--- config.mk ---
export PLATFORM = sky130hd
export DESIGN_NAME = missing_aware_column_smoother_unit
export DESIGN_NICKNAME = d
export VERILOG_FILES = /design/src/design/macs_pkg.sv /design/src/design/macs_divider.sv /design/src/design/missing_aware_column_smoother_unit.sv
export SDC_FILE = /design/constraint.sdc
export NUM_CORES = 2
export LEC_CHECK = 0
export BUFFER_PORTS_ARGS = -buffer_cell sky130_fd_sc_hd__buf_2
export CORE_MARGIN = 3
export CORE_UTILIZATION = 34
export CTS_CLUSTER_DIAMETER = 30
export DETAILED_ROUTE_END_ITERATION = 10
export PLACE_DENSITY = 0.61
export SYNTH_ARGS = -nofsm -noshare
export SYNTH_HDL_FRONTEND = slang
export SYNTH_SLANG_ARGS = --single-unit
--- constraint.sdc ---
create_clock -name clk -period 6.6 [get_ports clk]
set_input_delay 0.66 -clock clk [delete_from_list [all_inputs] [get_ports clk]]
set_output_delay 0.66 -clock clk [all_outputs]
set_load 0.01 [all_outputs]
--- src/design/macs_pkg.sv ---
// Shared constants for the missing-aware column smoother.
// Used by the top level and by the mean divider; no dependencies.
package macs_pkg;

    // Window geometry
    localparam int MAX_HALF  = 16;
    localparam int SAMPLE_W  = 32;
    localparam int WIN_DEPTH = 2 * MAX_HALF + 1;
    localparam int FILL_W    = $clog2(WIN_DEPTH + 1);
    localparam int HALF_W    = 5;
    localparam int CNT_W     = FILL_W;
    localparam int SUM_W     = SAMPLE_W + CNT_W;
    localparam int ENTRY_W   = SAMPLE_W + 1;

    // Sample store: power-of-two ring, deeper than the window so that the
    // sample leaving the boxcar is never the slot being written
    localparam int MEM_AW    = $clog2(WIN_DEPTH + 1);
    localparam int MEM_DEPTH = 2 ** MEM_AW;

    // Configuration port
    localparam int CFG_IDX_W  = 1;
    localparam int CFG_DATA_W = HALF_W;
    localparam logic [CFG_IDX_W-1:0] REG_SMOOTH_MODE = CFG_IDX_W'(0);
    localparam logic [CFG_IDX_W-1:0] REG_HALF_WIDTH  = CFG_IDX_W'(1);

    // Smoothing modes
    localparam logic MODE_121    = 1'b0;
    localparam logic MODE_BOXCAR = 1'b1;

    // Mean divider: restoring, DIV_BITS quotient bits per cycle
    localparam int DIV_BITS   = 2;
    localparam int DIV_STEPS  = (SUM_W + DIV_BITS - 1) / DIV_BITS;
    localparam int DIV_QW     = DIV_STEPS * DIV_BITS;
    localparam int DIV_STEP_W = $clog2(DIV_STEPS + 1);

endpackage

--- src/design/macs_divider.sv ---
// Signed window-sum by present-count divider, truncating toward zero.
// Restoring long division, DIV_BITS quotient bits per cycle; uses macs_pkg.
module macs_divider
    import macs_pkg::*;
(
    input  logic                       clk,
    input  logic                       rst_n,
    input  logic                       start,
    input  logic signed [SUM_W-1:0]    dividend,
    input  logic [CNT_W-1:0]           divisor,
    output logic                       done,
    output logic signed [SAMPLE_W-1:0] quotient
);

    logic [CNT_W:0]          rem_reg;
    logic [CNT_W:0]          rem_next;
    logic [DIV_QW-1:0]       qr_reg;
    logic [DIV_QW-1:0]       qr_next;
    logic [CNT_W-1:0]        den_reg;
    logic                    neg_reg;
    logic                    busy_reg;
    logic                    done_reg;
    logic [DIV_STEP_W-1:0]   step_reg;
    logic [SAMPLE_W-1:0]     quot_reg;
    logic [SUM_W-1:0]        mag;
    logic [SUM_W-1:0]        qmag;
    logic [SUM_W-1:0]        signed_q;
    logic [CNT_W:0]          r_work;
    logic [DIV_QW-1:0]       q_work;

    // magnitude of the dividend
    assign mag = dividend[SUM_W-1] ? (SUM_W'(~dividend) + SUM_W'(1)) : SUM_W'(dividend);

    // DIV_BITS restoring steps; partial remainder stays below twice the divisor
    always_comb
    begin
        r_work = rem_reg;
        q_work = qr_reg;
        for (int j = 0; j < DIV_BITS; j++)
        begin
            r_work = {r_work[CNT_W-1:0], q_work[DIV_QW-1]};
            q_work = {q_work[DIV_QW-2:0], 1'b0};
            if (r_work >= {1'b0, den_reg})
            begin
                r_work    = r_work - {1'b0, den_reg};
                q_work[0] = 1'b1;
            end
        end
        rem_next = r_work;
        qr_next  = q_work;
    end

    // restore the sign
    assign qmag     = qr_next[SUM_W-1:0];
    assign signed_q = neg_reg ? (~qmag + SUM_W'(1)) : qmag;

    always_ff @(posedge clk or negedge rst_n)
    begin
        if (!rst_n)
        begin
            rem_reg  <= '0;
            qr_reg   <= '0;
            den_reg  <= '0;
            neg_reg  <= 1'b0;
            busy_reg <= 1'b0;
            done_reg <= 1'b0;
            step_reg <= '0;
            quot_reg <= '0;
        end
        else if (start)
        begin
            rem_reg  <= '0;
            qr_reg   <= DIV_QW'(mag);
            den_reg  <= divisor;
            neg_reg  <= dividend[SUM_W-1];
            busy_reg <= 1'b1;
            done_reg <= 1'b0;
            step_reg <= '0;
        end
        else if (busy_reg)
        begin
            rem_reg  <= rem_next;
            qr_reg   <= qr_next;
            step_reg <= step_reg + DIV_STEP_W'(1);
            if (step_reg == DIV_STEP_W'(DIV_STEPS - 1))
            begin
                busy_reg <= 1'b0;
                done_reg <= 1'b1;
                quot_reg <= signed_q[SAMPLE_W-1:0];
            end
        end
        else
        begin
            done_reg <= 1'b0;
        end
    end

    assign done     = done_reg;
    assign quotient = quot_reg;

endmodule

--- src/design/missing_aware_column_smoother_unit.sv ---
// Missing-aware column smoother: sample ring memory, sequencer, output register.
// Depends on macs_pkg and macs_divider.
//
//  channel | signals                                              | direction
//  --------+------------------------------------------------------+----------
//  config  | cfg_we, cfg_index, cfg_data                          | in
//  sample  | in_valid, in_stall, sample_value, sample_missing,    | in
//          | end_of_column                                        |
//  result  | out_valid, out_stall, smoothed_value, result_missing,| out
//          | last_result                                          |
//
// One request is worked at a time. 1-2-1 mode, full-window sample: write, first tap
// read, second tap read, hand-off. Boxcar mode: when a mean is formed, the 2-bit-per-cycle
// divider runs before the hand-off; pass-through positions and an empty boxcar skip
// the divider, and samples with no result go back to idle. The last request of a
// column then flushes its held samples, one memory read each.
// No clearing pass after reset: every ring entry is written before its read data is used.
// A stalled result holds in the output register; the sequencer waits there.
module missing_aware_column_smoother_unit
    import macs_pkg::*;
(
    input  logic                       clk,
    input  logic                       rst_n,
    input  logic                       cfg_we,
    input  logic [CFG_IDX_W-1:0]       cfg_index,
    input  logic [CFG_DATA_W-1:0]      cfg_data,
    input  logic                       in_valid,
    output logic                       in_stall,
    input  logic signed [SAMPLE_W-1:0] sample_value,
    input  logic                       sample_missing,
    input  logic                       end_of_column,
    output logic                       out_valid,
    input  logic                       out_stall,
    output logic signed [SAMPLE_W-1:0] smoothed_value,
    output logic                       result_missing,
    output logic                       last_result
);

    typedef enum logic [2:0] {
        S_IDLE,
        S_FETCH,
        S_TAP2,
        S_DIV,
        S_MAIN,
        S_FLUSH
    } state_t;

    state_t                 state_reg;
    logic                   mode_cfg_reg;
    logic [HALF_W-1:0]      half_cfg_reg;
    logic                   col_mode_reg;
    logic [HALF_W-1:0]      col_half_reg;
    logic [FILL_W-1:0]      fill_reg;
    logic [MEM_AW-1:0]      wp_reg;
    logic [MEM_AW-1:0]      base_reg;
    logic [ENTRY_W-1:0]     cur_entry_reg;
    logic                   cur_end_reg;
    logic                   main_hit_reg;
    logic                   smooth_hit_reg;
    logic                   sub_hit_reg;
    logic [FILL_W-1:0]      flush_cnt_reg;
    logic [FILL_W-1:0]      fl_idx_reg;
    logic [ENTRY_W-1:0]     tap1_reg;
    logic signed [SUM_W-1:0] sum_reg;
    logic [CNT_W-1:0]       count_reg;
    logic [SAMPLE_W-1:0]    res_val_reg;
    logic                   res_miss_reg;
    logic                   out_valid_reg;
    logic [SAMPLE_W-1:0]    out_val_reg;
    logic                   out_miss_reg;
    logic                   out_last_reg;

    // sample ring
    logic [ENTRY_W-1:0]     win_mem [MEM_DEPTH];
    logic [ENTRY_W-1:0]     rd_data_reg;
    logic                   rd_en;
    logic [MEM_AW-1:0]      rd_addr;

    logic                   accept;
    logic                   slot_free;
    logic                   out_load;
    logic [HALF_W-1:0]      half_clamp;
    logic                   eff_mode;
    logic [HALF_W-1:0]      eff_half;
    logic [FILL_W-1:0]      half_ext;
    logic [FILL_W-1:0]      span;
    logic [FILL_W-1:0]      fill_inc;
    logic                   main_hit;
    logic                   smooth_hit;
    logic                   sub_hit;
    logic [MEM_AW-1:0]      acc_off;
    logic [ENTRY_W-1:0]     in_entry;
    logic signed [SUM_W-1:0] sum_in;
    logic [CNT_W-1:0]       count_in;
    logic [SUM_W-1:0]       rd_val_ext;
    logic                   rd_miss;
    logic signed [SUM_W-1:0] sum_next;
    logic [CNT_W-1:0]       count_next;
    logic                   div_start;
    logic                   div_done;
    logic signed [SAMPLE_W-1:0] div_quot;
    logic [MEM_AW-1:0]      flush_addr;
    logic [MEM_AW-1:0]      fl_next_addr;
    logic [SAMPLE_W+1:0]    tri_sum;
    logic                   tri_miss;

    // handshake
    assign in_stall  = (state_reg != S_IDLE);
    assign accept    = in_valid && !in_stall;
    assign slot_free = !out_valid_reg || !out_stall;
    assign out_load  = slot_free && (state_reg == S_MAIN || state_reg == S_FLUSH);

    // half width in force: latched at the first sample of a column
    always_comb
    begin
        if (half_cfg_reg == '0)
            half_clamp = HALF_W'(1);
        else if (half_cfg_reg > HALF_W'(MAX_HALF))
            half_clamp = HALF_W'(MAX_HALF);
        else
            half_clamp = half_cfg_reg;
    end

    assign eff_mode = (fill_reg == '0) ? mode_cfg_reg : col_mode_reg;
    assign eff_half = (fill_reg != '0) ? col_half_reg :
                      (mode_cfg_reg == MODE_BOXCAR) ? half_clamp : HALF_W'(1);
    assign half_ext = FILL_W'(eff_half);
    assign span     = FILL_W'({eff_half, 1'b1});
    assign fill_inc = (fill_reg == FILL_W'(WIN_DEPTH)) ? fill_reg : fill_reg + FILL_W'(1);

    // what this sample produces
    assign main_hit   = fill_inc > half_ext;
    assign smooth_hit = fill_inc >= span;
    assign sub_hit    = (eff_mode == MODE_BOXCAR) && (fill_reg >= span);

    // first read: tap 1, centre for pass-through, or the sample leaving the boxcar
    assign acc_off = (eff_mode == MODE_121) ? MEM_AW'(1) :
                     sub_hit ? MEM_AW'(span) : MEM_AW'(eff_half);

    assign in_entry = {sample_missing, sample_value};

    // running sum: new sample enters on accept
    assign sum_in   = (eff_mode == MODE_BOXCAR && !sample_missing) ?
                      sum_reg + {{(SUM_W-SAMPLE_W){sample_value[SAMPLE_W-1]}}, sample_value} :
                      sum_reg;
    assign count_in = (eff_mode == MODE_BOXCAR && !sample_missing) ?
                      count_reg + CNT_W'(1) : count_reg;

    // running sum: old sample leaves once read back
    assign rd_miss    = rd_data_reg[SAMPLE_W];
    assign rd_val_ext = {{(SUM_W-SAMPLE_W){rd_data_reg[SAMPLE_W-1]}},
                         rd_data_reg[SAMPLE_W-1:0]};
    assign sum_next   = (sub_hit_reg && !rd_miss) ? sum_reg - rd_val_ext : sum_reg;
    assign count_next = (sub_hit_reg && !rd_miss) ? count_reg - CNT_W'(1) : count_reg;

    assign div_start = (state_reg == S_FETCH) && main_hit_reg && smooth_hit_reg &&
                       (col_mode_reg == MODE_BOXCAR) && (count_next != '0);

    // flush addresses, oldest first
    assign flush_addr   = base_reg - MEM_AW'(flush_cnt_reg - FILL_W'(1));
    assign fl_next_addr = base_reg - MEM_AW'(fl_idx_reg - FILL_W'(1));

    // 1-2-1: left is window[2] (read data), centre tap 1, right the new sample
    assign tri_sum = {{2{rd_data_reg[SAMPLE_W-1]}}, rd_data_reg[SAMPLE_W-1:0]}
                   + {tap1_reg[SAMPLE_W-1], tap1_reg[SAMPLE_W-1:0], 1'b0}
                   + {{2{cur_entry_reg[SAMPLE_W-1]}}, cur_entry_reg[SAMPLE_W-1:0]};
    assign tri_miss = rd_miss || tap1_reg[SAMPLE_W] || cur_entry_reg[SAMPLE_W];

    // ring read port control
    always_comb
    begin
        rd_en   = 1'b0;
        rd_addr = base_reg;
        unique case (state_reg)
            S_IDLE:
            begin
                rd_en   = accept;
                rd_addr = wp_reg - acc_off;
            end
            S_FETCH:
            begin
                if (main_hit_reg && smooth_hit_reg && col_mode_reg == MODE_121)
                begin
                    rd_en   = 1'b1;
                    rd_addr = base_reg - MEM_AW'(2);
                end
                else if (!main_hit_reg && cur_end_reg)
                begin
                    rd_en   = 1'b1;
                    rd_addr = flush_addr;
                end
            end
            S_MAIN:
            begin
                rd_en   = slot_free && cur_end_reg;
                rd_addr = flush_addr;
            end
            S_FLUSH:
            begin
                rd_en   = slot_free && (fl_idx_reg != '0);
                rd_addr = fl_next_addr;
            end
            default:
            begin
                rd_en = 1'b0;
            end
        endcase
    end

    // ring memory: write on accept, registered read
    always_ff @(posedge clk)
    begin
        if (accept)
            win_mem[wp_reg] <= in_entry;
        if (rd_en)
            rd_data_reg <= win_mem[rd_addr];
    end

    macs_divider u_divider (
        .clk      (clk),
        .rst_n    (rst_n),
        .start    (div_start),
        .dividend (sum_next),
        .divisor  (count_next),
        .done     (div_done),
        .quotient (div_quot)
    );

    // sequencer, column state and output register
    always_ff @(posedge clk or negedge rst_n)
    begin
        if (!rst_n)
        begin
            state_reg      <= S_IDLE;
            mode_cfg_reg   <= MODE_121;
            half_cfg_reg   <= HALF_W'(1);
            col_mode_reg   <= MODE_121;
            col_half_reg   <= HALF_W'(1);
            fill_reg       <= '0;
            wp_reg         <= '0;
            base_reg       <= '0;
            cur_entry_reg  <= '0;
            cur_end_reg    <= 1'b0;
            main_hit_reg   <= 1'b0;
            smooth_hit_reg <= 1'b0;
            sub_hit_reg    <= 1'b0;
            flush_cnt_reg  <= '0;
            fl_idx_reg     <= '0;
            tap1_reg       <= '0;
            sum_reg        <= '0;
            count_reg      <= '0;
            res_val_reg    <= '0;
            res_miss_reg   <= 1'b0;
            out_valid_reg  <= 1'b0;
            out_val_reg    <= '0;
            out_miss_reg   <= 1'b0;
            out_last_reg   <= 1'b0;
        end
        else
        begin
            // register writes
            if (cfg_we)
            begin
                unique case (cfg_index)
                    REG_SMOOTH_MODE: mode_cfg_reg <= cfg_data[0];
                    REG_HALF_WIDTH:  half_cfg_reg <= cfg_data;
                endcase
            end

            // result taken downstream with nothing new to load
            if (out_valid_reg && !out_stall && !out_load)
                out_valid_reg <= 1'b0;

            unique case (state_reg)
                S_IDLE:
                begin
                    if (accept)
                    begin
                        col_mode_reg   <= eff_mode;
                        col_half_reg   <= eff_half;
                        fill_reg       <= fill_inc;
                        wp_reg         <= wp_reg + MEM_AW'(1);
                        base_reg       <= wp_reg;
                        cur_entry_reg  <= in_entry;
                        cur_end_reg    <= end_of_column;
                        main_hit_reg   <= main_hit;
                        smooth_hit_reg <= smooth_hit;
                        sub_hit_reg    <= sub_hit;
                        flush_cnt_reg  <= main_hit ? half_ext : fill_inc;
                        sum_reg        <= sum_in;
                        count_reg      <= count_in;
                        state_reg      <= S_FETCH;
                    end
                end
                S_FETCH:
                begin
                    sum_reg   <= sum_next;
                    count_reg <= count_next;
                    tap1_reg  <= rd_data_reg;
                    if (!main_hit_reg)
                    begin
                        if (cur_end_reg)
                        begin
                            fl_idx_reg <= flush_cnt_reg - FILL_W'(1);
                            state_reg  <= S_FLUSH;
                        end
                        else
                        begin
                            state_reg <= S_IDLE;
                        end
                    end
                    else if (smooth_hit_reg && col_mode_reg == MODE_121)
                    begin
                        state_reg <= S_TAP2;
                    end
                    else if (smooth_hit_reg)
                    begin
                        // empty boxcar gives a missing result
                        if (count_next == '0)
                        begin
                            res_val_reg  <= '0;
                            res_miss_reg <= 1'b1;
                            state_reg    <= S_MAIN;
                        end
                        else
                        begin
                            state_reg <= S_DIV;
                        end
                    end
                    else
                    begin
                        // pass-through of the centre sample
                        res_val_reg  <= rd_data_reg[SAMPLE_W-1:0];
                        res_miss_reg <= rd_miss;
                        state_reg    <= S_MAIN;
                    end
                end
                S_TAP2:
                begin
                    res_val_reg  <= tri_miss ? '0 : tri_sum[SAMPLE_W+1:2];
                    res_miss_reg <= tri_miss;
                    state_reg    <= S_MAIN;
                end
                S_DIV:
                begin
                    if (div_done)
                    begin
                        res_val_reg  <= div_quot;
                        res_miss_reg <= 1'b0;
                        state_reg    <= S_MAIN;
                    end
                end
                S_MAIN:
                begin
                    if (slot_free)
                    begin
                        out_valid_reg <= 1'b1;
                        out_val_reg   <= res_val_reg;
                        out_miss_reg  <= res_miss_reg;
                        out_last_reg  <= 1'b0;
                        if (cur_end_reg)
                        begin
                            fl_idx_reg <= flush_cnt_reg - FILL_W'(1);
                            state_reg  <= S_FLUSH;
                        end
                        else
                        begin
                            state_reg <= S_IDLE;
                        end
                    end
                end
                S_FLUSH:
                begin
                    if (slot_free)
                    begin
                        out_valid_reg <= 1'b1;
                        out_val_reg   <= rd_data_reg[SAMPLE_W-1:0];
                        out_miss_reg  <= rd_miss;
                        out_last_reg  <= (fl_idx_reg == '0);
                        if (fl_idx_reg == '0)
                        begin
                            // column closed
                            fill_reg  <= '0;
                            sum_reg   <= '0;
                            count_reg <= '0;
                            state_reg <= S_IDLE;
                        end
                        else
                        begin
                            fl_idx_reg <= fl_idx_reg - FILL_W'(1);
                        end
                    end
                end
                default:
                begin
                    state_reg <= S_IDLE;
                end
            endcase
        end
    end

    assign out_valid      = out_valid_reg;
    assign smoothed_value = out_val_reg;
    assign result_missing = out_miss_reg;
    assign last_result    = out_last_reg;

    // divider finishes only while the sequencer waits for it
    a_div_done_in_div: assert property (@(posedge clk) disable iff (!rst_n)
        div_done |-> state_reg == S_DIV)
        else $error("divider finished outside the divide wait");

    // second tap read only for a full 1-2-1 window
    a_tap2_mode: assert property (@(posedge clk) disable iff (!rst_n)
        state_reg == S_TAP2 |-> col_mode_reg == MODE_121 && smooth_hit_reg && main_hit_reg)
        else $error("second tap read outside a full 1-2-1 window");

    // final flush emits the last result and closes the column
    a_flush_close: assert property (@(posedge clk) disable iff (!rst_n)
        (state_reg == S_FLUSH && slot_free && fl_idx_reg == '0) |=>
            out_valid_reg && out_last_reg && fill_reg == '0 && state_reg == S_IDLE)
        else $error("column not closed after its last result");

    // an empty column carries no running sum
    a_empty_sum: assert property (@(posedge clk) disable iff (!rst_n)
        (state_reg == S_IDLE && fill_reg == '0) |-> sum_reg == '0 && count_reg == '0)
        else $error("running sum left over between columns");

endmodule
# Yosys cells after proc, flatten, opt, wreduce, memory -nomap -nowiden

Memories as Yosys holds them, arrays and structs flattened. A register that Yosys moved wholly into a read port is not among the register bits.
Cells that the tools add are included.

Add/sub/neg operators: 19
$lt $le $gt $ge: 6
Equal/unequal tests: 19
Muxes and demuxes: 91
Bitwise operators: 5
Reduce and logical (&&, ||, !) cells: 54

Operator list:

| operator                                                        | count |
|---|---|
| 38-bit two-way mux                                              | 8 |
| 32-bit two-way mux                                              | 9 |
| 6-bit two-way mux                                               | 21 |
| 38-bit one-hot mux with 3 select lines                          | 1 |
| 32-bit one-hot mux with 3 select lines                          | 1 |
| 32-bit one-hot mux with 2 select lines                          | 1 |
| 38-bit by 2-bit adder with 38-bit output, second input constant | 1 |
| 38-bit adder                                                    | 1 |
| 38-bit inverter                                                 | 1 |
| 38-bit subtractor                                               | 1 |
| 6-bit one-hot mux with 3 select lines                           | 2 |
| 32-bit by 33-bit adder with 34-bit output                       | 1 |
| 34-bit adder                                                    | 1 |
| 32-bit by 1-bit adder with 32-bit output, second input constant | 1 |
| 32-bit inverter                                                 | 1 |
| 3-bit two-way mux                                               | 10 |
| 5-bit two-way mux                                               | 6 |
| 6-bit subtractor                                                | 5 |
| 1-bit two-way mux                                               | 25 |
| 6-bit one-hot mux with 4 select lines                           | 1 |
| 5-bit AND reduction                                             | 4 |
| 6-bit by 1-bit adder with 6-bit output, second input constant   | 3 |
| 6-bit logical NOT                                               | 3 |
| 3-bit one-hot mux with 6 select lines                           | 1 |
| other kinds (33)                                                | 85 |

Bits in registers: 317
Bits in writable memories: 2112
Output and inout port bits: 36
Logic and storage cells: 227
Memories: 1

Memories:

| name    | words | width | read ports | clocked after memory_dff | wr ports | RTL line                                 | source |
|---|---|---|---|---|---|---|---|
| win_mem | 64    | 33    | 1          | 1                        | 1        | missing_aware_column_smoother_unit.sv:74 | `logic [ENTRY_W-1:0] win_mem [MEM_DEPTH];` |

# Longest topological paths before layout

Depth in word-level cells: 11
Depth in mapped cells: 30
Gate-level depth less buffers: 26

# Cells and area by module

Synthesis repeated with hierarchy kept, for this count alone.

Cell total of the unflattened synthesis: 6462
Area total of the unflattened synthesis: 105809.0 um^2

By module, submodules not included:

| module                             | instances | cells each | area each (um^2) | sequential area each (um^2) |
|---|---|---|---|---|
| missing_aware_column_smoother_unit | 1         | 5817       | 99998.4          | 70094.7 |
| macs_divider                       | 1         | 645        | 5810.6           | 2252.2 |

# Least setup slack after synthesis

OpenSTA, ideal clock, no wires.

Kind: register -> register
Start: register fill_reg[0]
End: register rd_data_reg[0] (read register of win_mem), data pin
Library setup time: 0.272 ns
Arrival: 6.297 ns
Setup slack: 0.030 ns
Stages on the path, launching flop included: 29
Buffers on the path: 5
Clock period less this slack: 6.570 ns
Cell sequence: dfrtp_1 inv_1 ha_1 nand3b_1 buf_2 a21oi_1 a21oi_1 ha_1 a21o_1 maj3_1 maj3_1 maj3_2 a21oi_2 buf_1 nand3_1 ha_1 fa_1 nor2_1 a21oi_1 o21ai_0 o31ai_1 buf_2 buf_1 buf_1 mux4_2 nand2_1 nand3_1 a31oi_1 mux2i_1

Longest elaborated chain between the ends: 8
Elaborated cells between the ends (all ways): 10
Those cells by class: add/sub (1); order compare (1); mux (5); reduce/logical (3)

RTL lines:

| item                                    | RTL line                                  | source |
|---|---|---|
| start, declared                         | missing_aware_column_smoother_unit.sv:53  | `logic [FILL_W-1:0] fill_reg;` |
| start signal, assigned                  | missing_aware_column_smoother_unit.sv:281 | `fill_reg <= fill_inc;` |
| 6-bit nonzero test                      | missing_aware_column_smoother_unit.sv:125 | `assign eff_half = (fill_reg != '0) ? col_half_reg :` |
| 5-bit two-way mux                       | missing_aware_column_smoother_unit.sv:125 |  |
| 6-bit greater-or-equal comparator       | missing_aware_column_smoother_unit.sv:134 | `assign sub_hit = (eff_mode == MODE_BOXCAR) && (fill_reg >= span);` |
| 1-bit logical AND                       | missing_aware_column_smoother_unit.sv:134 |  |
| 6-bit two-way mux                       | missing_aware_column_smoother_unit.sv:138 | `sub_hit ? MEM_AW'(span) : MEM_AW'(eff_half);` |
| 6-bit two-way mux *                     | missing_aware_column_smoother_unit.sv:137 | `assign acc_off = (eff_mode == MODE_121) ? MEM_AW'(1) :` |
| 6-bit subtractor *                      | missing_aware_column_smoother_unit.sv:178 | `rd_addr = wp_reg - acc_off;` |
| 6-bit one-hot mux with 4 select lines * | missing_aware_column_smoother_unit.sv:174 | `unique case (state_reg)` |
| end, declared                           | missing_aware_column_smoother_unit.sv:75  | `logic [ENTRY_W-1:0] rd_data_reg;` |

Mark *: on every way between the ends. The rest lies on a longest branch, timed or not.
A chain may end at the register's enable or synchronous reset.

# Worst setup path after layout

Start: register fill_reg[3]
End: register rd_data_reg[7] (read register of win_mem), data pin

The elaborated chain is that of the path after synthesis.

==> metrics <==
FILL cells 27.2k; Yosys reg bits 2462; Worst Path Max Fanout 17; worst skew pair latency 0.99 ns; RePlAce Congestion 0.895; post-route setup slack 0.186 ns; Slew Limit Fails 0; period utilization 0.972; nets 7646; Core Util, Final 0.427; Seq/Total Area, Yosys 0.679; Ys Warns 0; root buf cell clkbuf_16; syn_nets 6955; die area 0.320 mm2; CP Capture Type register; number of global-route vias before repair 66.2k; Synth cell types 96; Syn Inst Count 6717; Reg-to-Reg End rd_data_reg[7]$_DFFE_PP_; IO buf count 80; pin count of the biggest net entering global routing 164; Routed WL 338000 um; Routed Antenna Nets 0; number of synthesized flops with an enable pin 2145; share of cells above drive strength 1 0.273; total I/O pin count 81; antenna violations before repair 35; Period minus WS final 6.41 ns; min-delay worst type primary input to register; routed vias/inst 5.64; Layout area overhead 24.3%; vias 67.3k; gr ovfl total 0; H-tree depth 5; drt first pass iters 7; DR iter-0 viols 8291; Max Cap Violations 0; WHS Path Cells 3; Setup Skew 0.106 ns; hpwl dp 220000 um; Slew HR 0.187; Synth Flop Type edfxtp_1; Initial Util 0.343; commonest non-fill, non-tap cell in the layout edfxtp_1; final hold viol count 0; max FFs per register 2112; R2R cell count 28; asr flop ratio synth 0.129; Startpoint Class register; WHS Endpoint mode_cfg_reg$_DFFE_PN0P_; clock-pin slew on the worst setup and hold paths 0.06 ns; row count 204; core area 0.310 mm2; wire length per cell 28.4 um; Met3 Wirelength 36600 um; met2 WL 154000 um; data arrival time of the worst path 7.13 ns; pre-CTS setup slack -0.586 ns; chip height 566 um; global-route wire length before repair 482000 um; hold_sp cfg_index; f_max 156 MHz; CTS tree yes; M1 wire length 136000 um; placed insts 11.0k; Worst path max stage delay 0.50 ns; reg2reg setup slack 0.19 ns; worst r2r src fill_reg[3]$_DFFE_PN0P_; Worst Max-Slew Pin Slew 1.22 ns; Max clock buf depth 4; Residual DRC 0; Critical Path Most Common Cell buf_12; TritonCTS Buffers 447; DIE WIDTH 566 um; WS Path Type register to register; Final Setup Violations 0; clock sinks 2462; Max stage delay cell, worst path fa_1; most frequent cells in the layout edfxtp_1, nand2_1, mux4_2; GRT Total Usage 0.207; Cell Count, Final, Fillers Out 11.9k; Top Layer Used met5; Netlist Area Pre-Place 0.107 mm2; Avg Cell Area, Syn 15.9 um2; outcome complete, no violations; CP Data Required Time 7.31 ns
cell type report:
class / instances / area [um2] / share of cell area
Antenna cell: 14 / 35.0 / 0.000265
Timing Repair Buffer: 622 / 5580 / 0.0422
Multi-Input combinational cell: 3765 / 33400 / 0.252
Sequential cell: 2462 / 72300 / 0.546
Tap cell: 4120 / 5150 / 0.0389
Clock inverter: 333 / 3890 / 0.0294
Inverter: 110 / 413 / 0.00312
Clock buffer: 506 / 11600 / 0.0874
cell usage after synthesis, drive strengths merged (11+ instances only):
cell	n	area, um2
a211oi	117	903
a21o	47	360
a21oi	191	975
a221oi	18	205
a222oi	25	250
a22oi	28	210
a311oi	71	622
a31oi	85	532
and2	87	544
and3	69	437
and4	12	105
buf	146	713
clkbuf	234	878
dfrtp	315	7880
edfxtp	2145	64400
fa	40	801
ha	153	1910
inv	109	409
mux2	26	293
mux2i	116	1160
mux4	529	11900
nand2	884	3320
nand2b	31	194
nand3	130	651
nand3b	11	82.6
nand4	27	169
nor2	238	893
nor2b	23	144
nor3	47	246
nor4	16	125
o211ai	26	200
o21a	28	210
o21ai	312	1570
o21bai	17	128
o22ai	14	93.8
o31ai	35	268
or3	26	163
xnor2	69	604
xor2	67	587
timing repair:
item | CTS | global route
gates cloned | 0 | 8
setup buffers | 3 | 43
gates resized for setup | 31 | 93
hold buffers | 7 | 0
endpoints found under the hold margin | 102 | 0
setup endpoints to repair | 30 | 33
pin swaps | 3 | 23
worst max-delay path, delay by kind of cell (launching register included):
kind / cells / cell delay, ns
mux: 2 / 0.35
fa+ha+maj: 6 / 1.94
compound gates: 10 / 1.96
buf+inv: 5 / 0.83
simple gates: 5 / 0.71
flops: 1 / 0.39
layer usage:
metal | track usage | vias to the layer above
met4 | 0.0706 | 10
met1 | 0.287 | 35000
met5 | 0 | -
li1 | - | 28000
met3 | 0.0506 | 525
met2 | 0.317 | 3767
how the worst max path moves through the flow:
stage                                  startpoint                        end  slack (ns)  cells past startpoint
final                     fill_reg[3]$_DFFE_PN0P_   rd_data_reg[7]$_DFFE_PP_        0.19                     28
after detailed placement  fill_reg[2]$_DFFE_PN0P_  rd_data_reg[13]$_DFFE_PP_       -0.59                     24
after global placement    fill_reg[2]$_DFFE_PN0P_  rd_data_reg[13]$_DFFE_PP_       -0.66                     29
after global routing      fill_reg[3]$_DFFE_PN0P_   rd_data_reg[7]$_DFFE_PP_       -0.12                     28
after floorplan           fill_reg[0]$_DFFE_PN0P_   rd_data_reg[0]$_DFFE_PP_        0.03                     28
after CTS                 fill_reg[2]$_DFFE_PN0P_   rd_data_reg[8]$_DFFE_PP_        0.01                     24
cell families (layout without fill, tap and decap cells):
group           Yosys count  in the layout  share of synthesized area
flops                  2462           2462                      0.679
simple gates           1648           1648                     0.0699
compound gates         1112           1112                     0.0697
mux                     671            671                      0.125
buf+inv                 490           1571                     0.0188
fa+ha+maj               198            198                     0.0260
xor+xnor                136            136                     0.0112
other cells               0             14                          0
stage by stage:
step | instance area, um2 | hold slack, ns | TNS, ns
after floorplan | 107000 | 0.364 | 0
after global placement | 116000 | 0.459 | -9.09
after detailed placement | 116000 | 0.466 | -6.61
after CTS | 131000 | 0.0709 | 0
after global routing | 132000 | 0.122 | -0.429
final | 132000 | 0.126 | 0
Power is not shown: default switching activity piles up to over one toggle a cycle in this logic, so the estimate is an artifact.
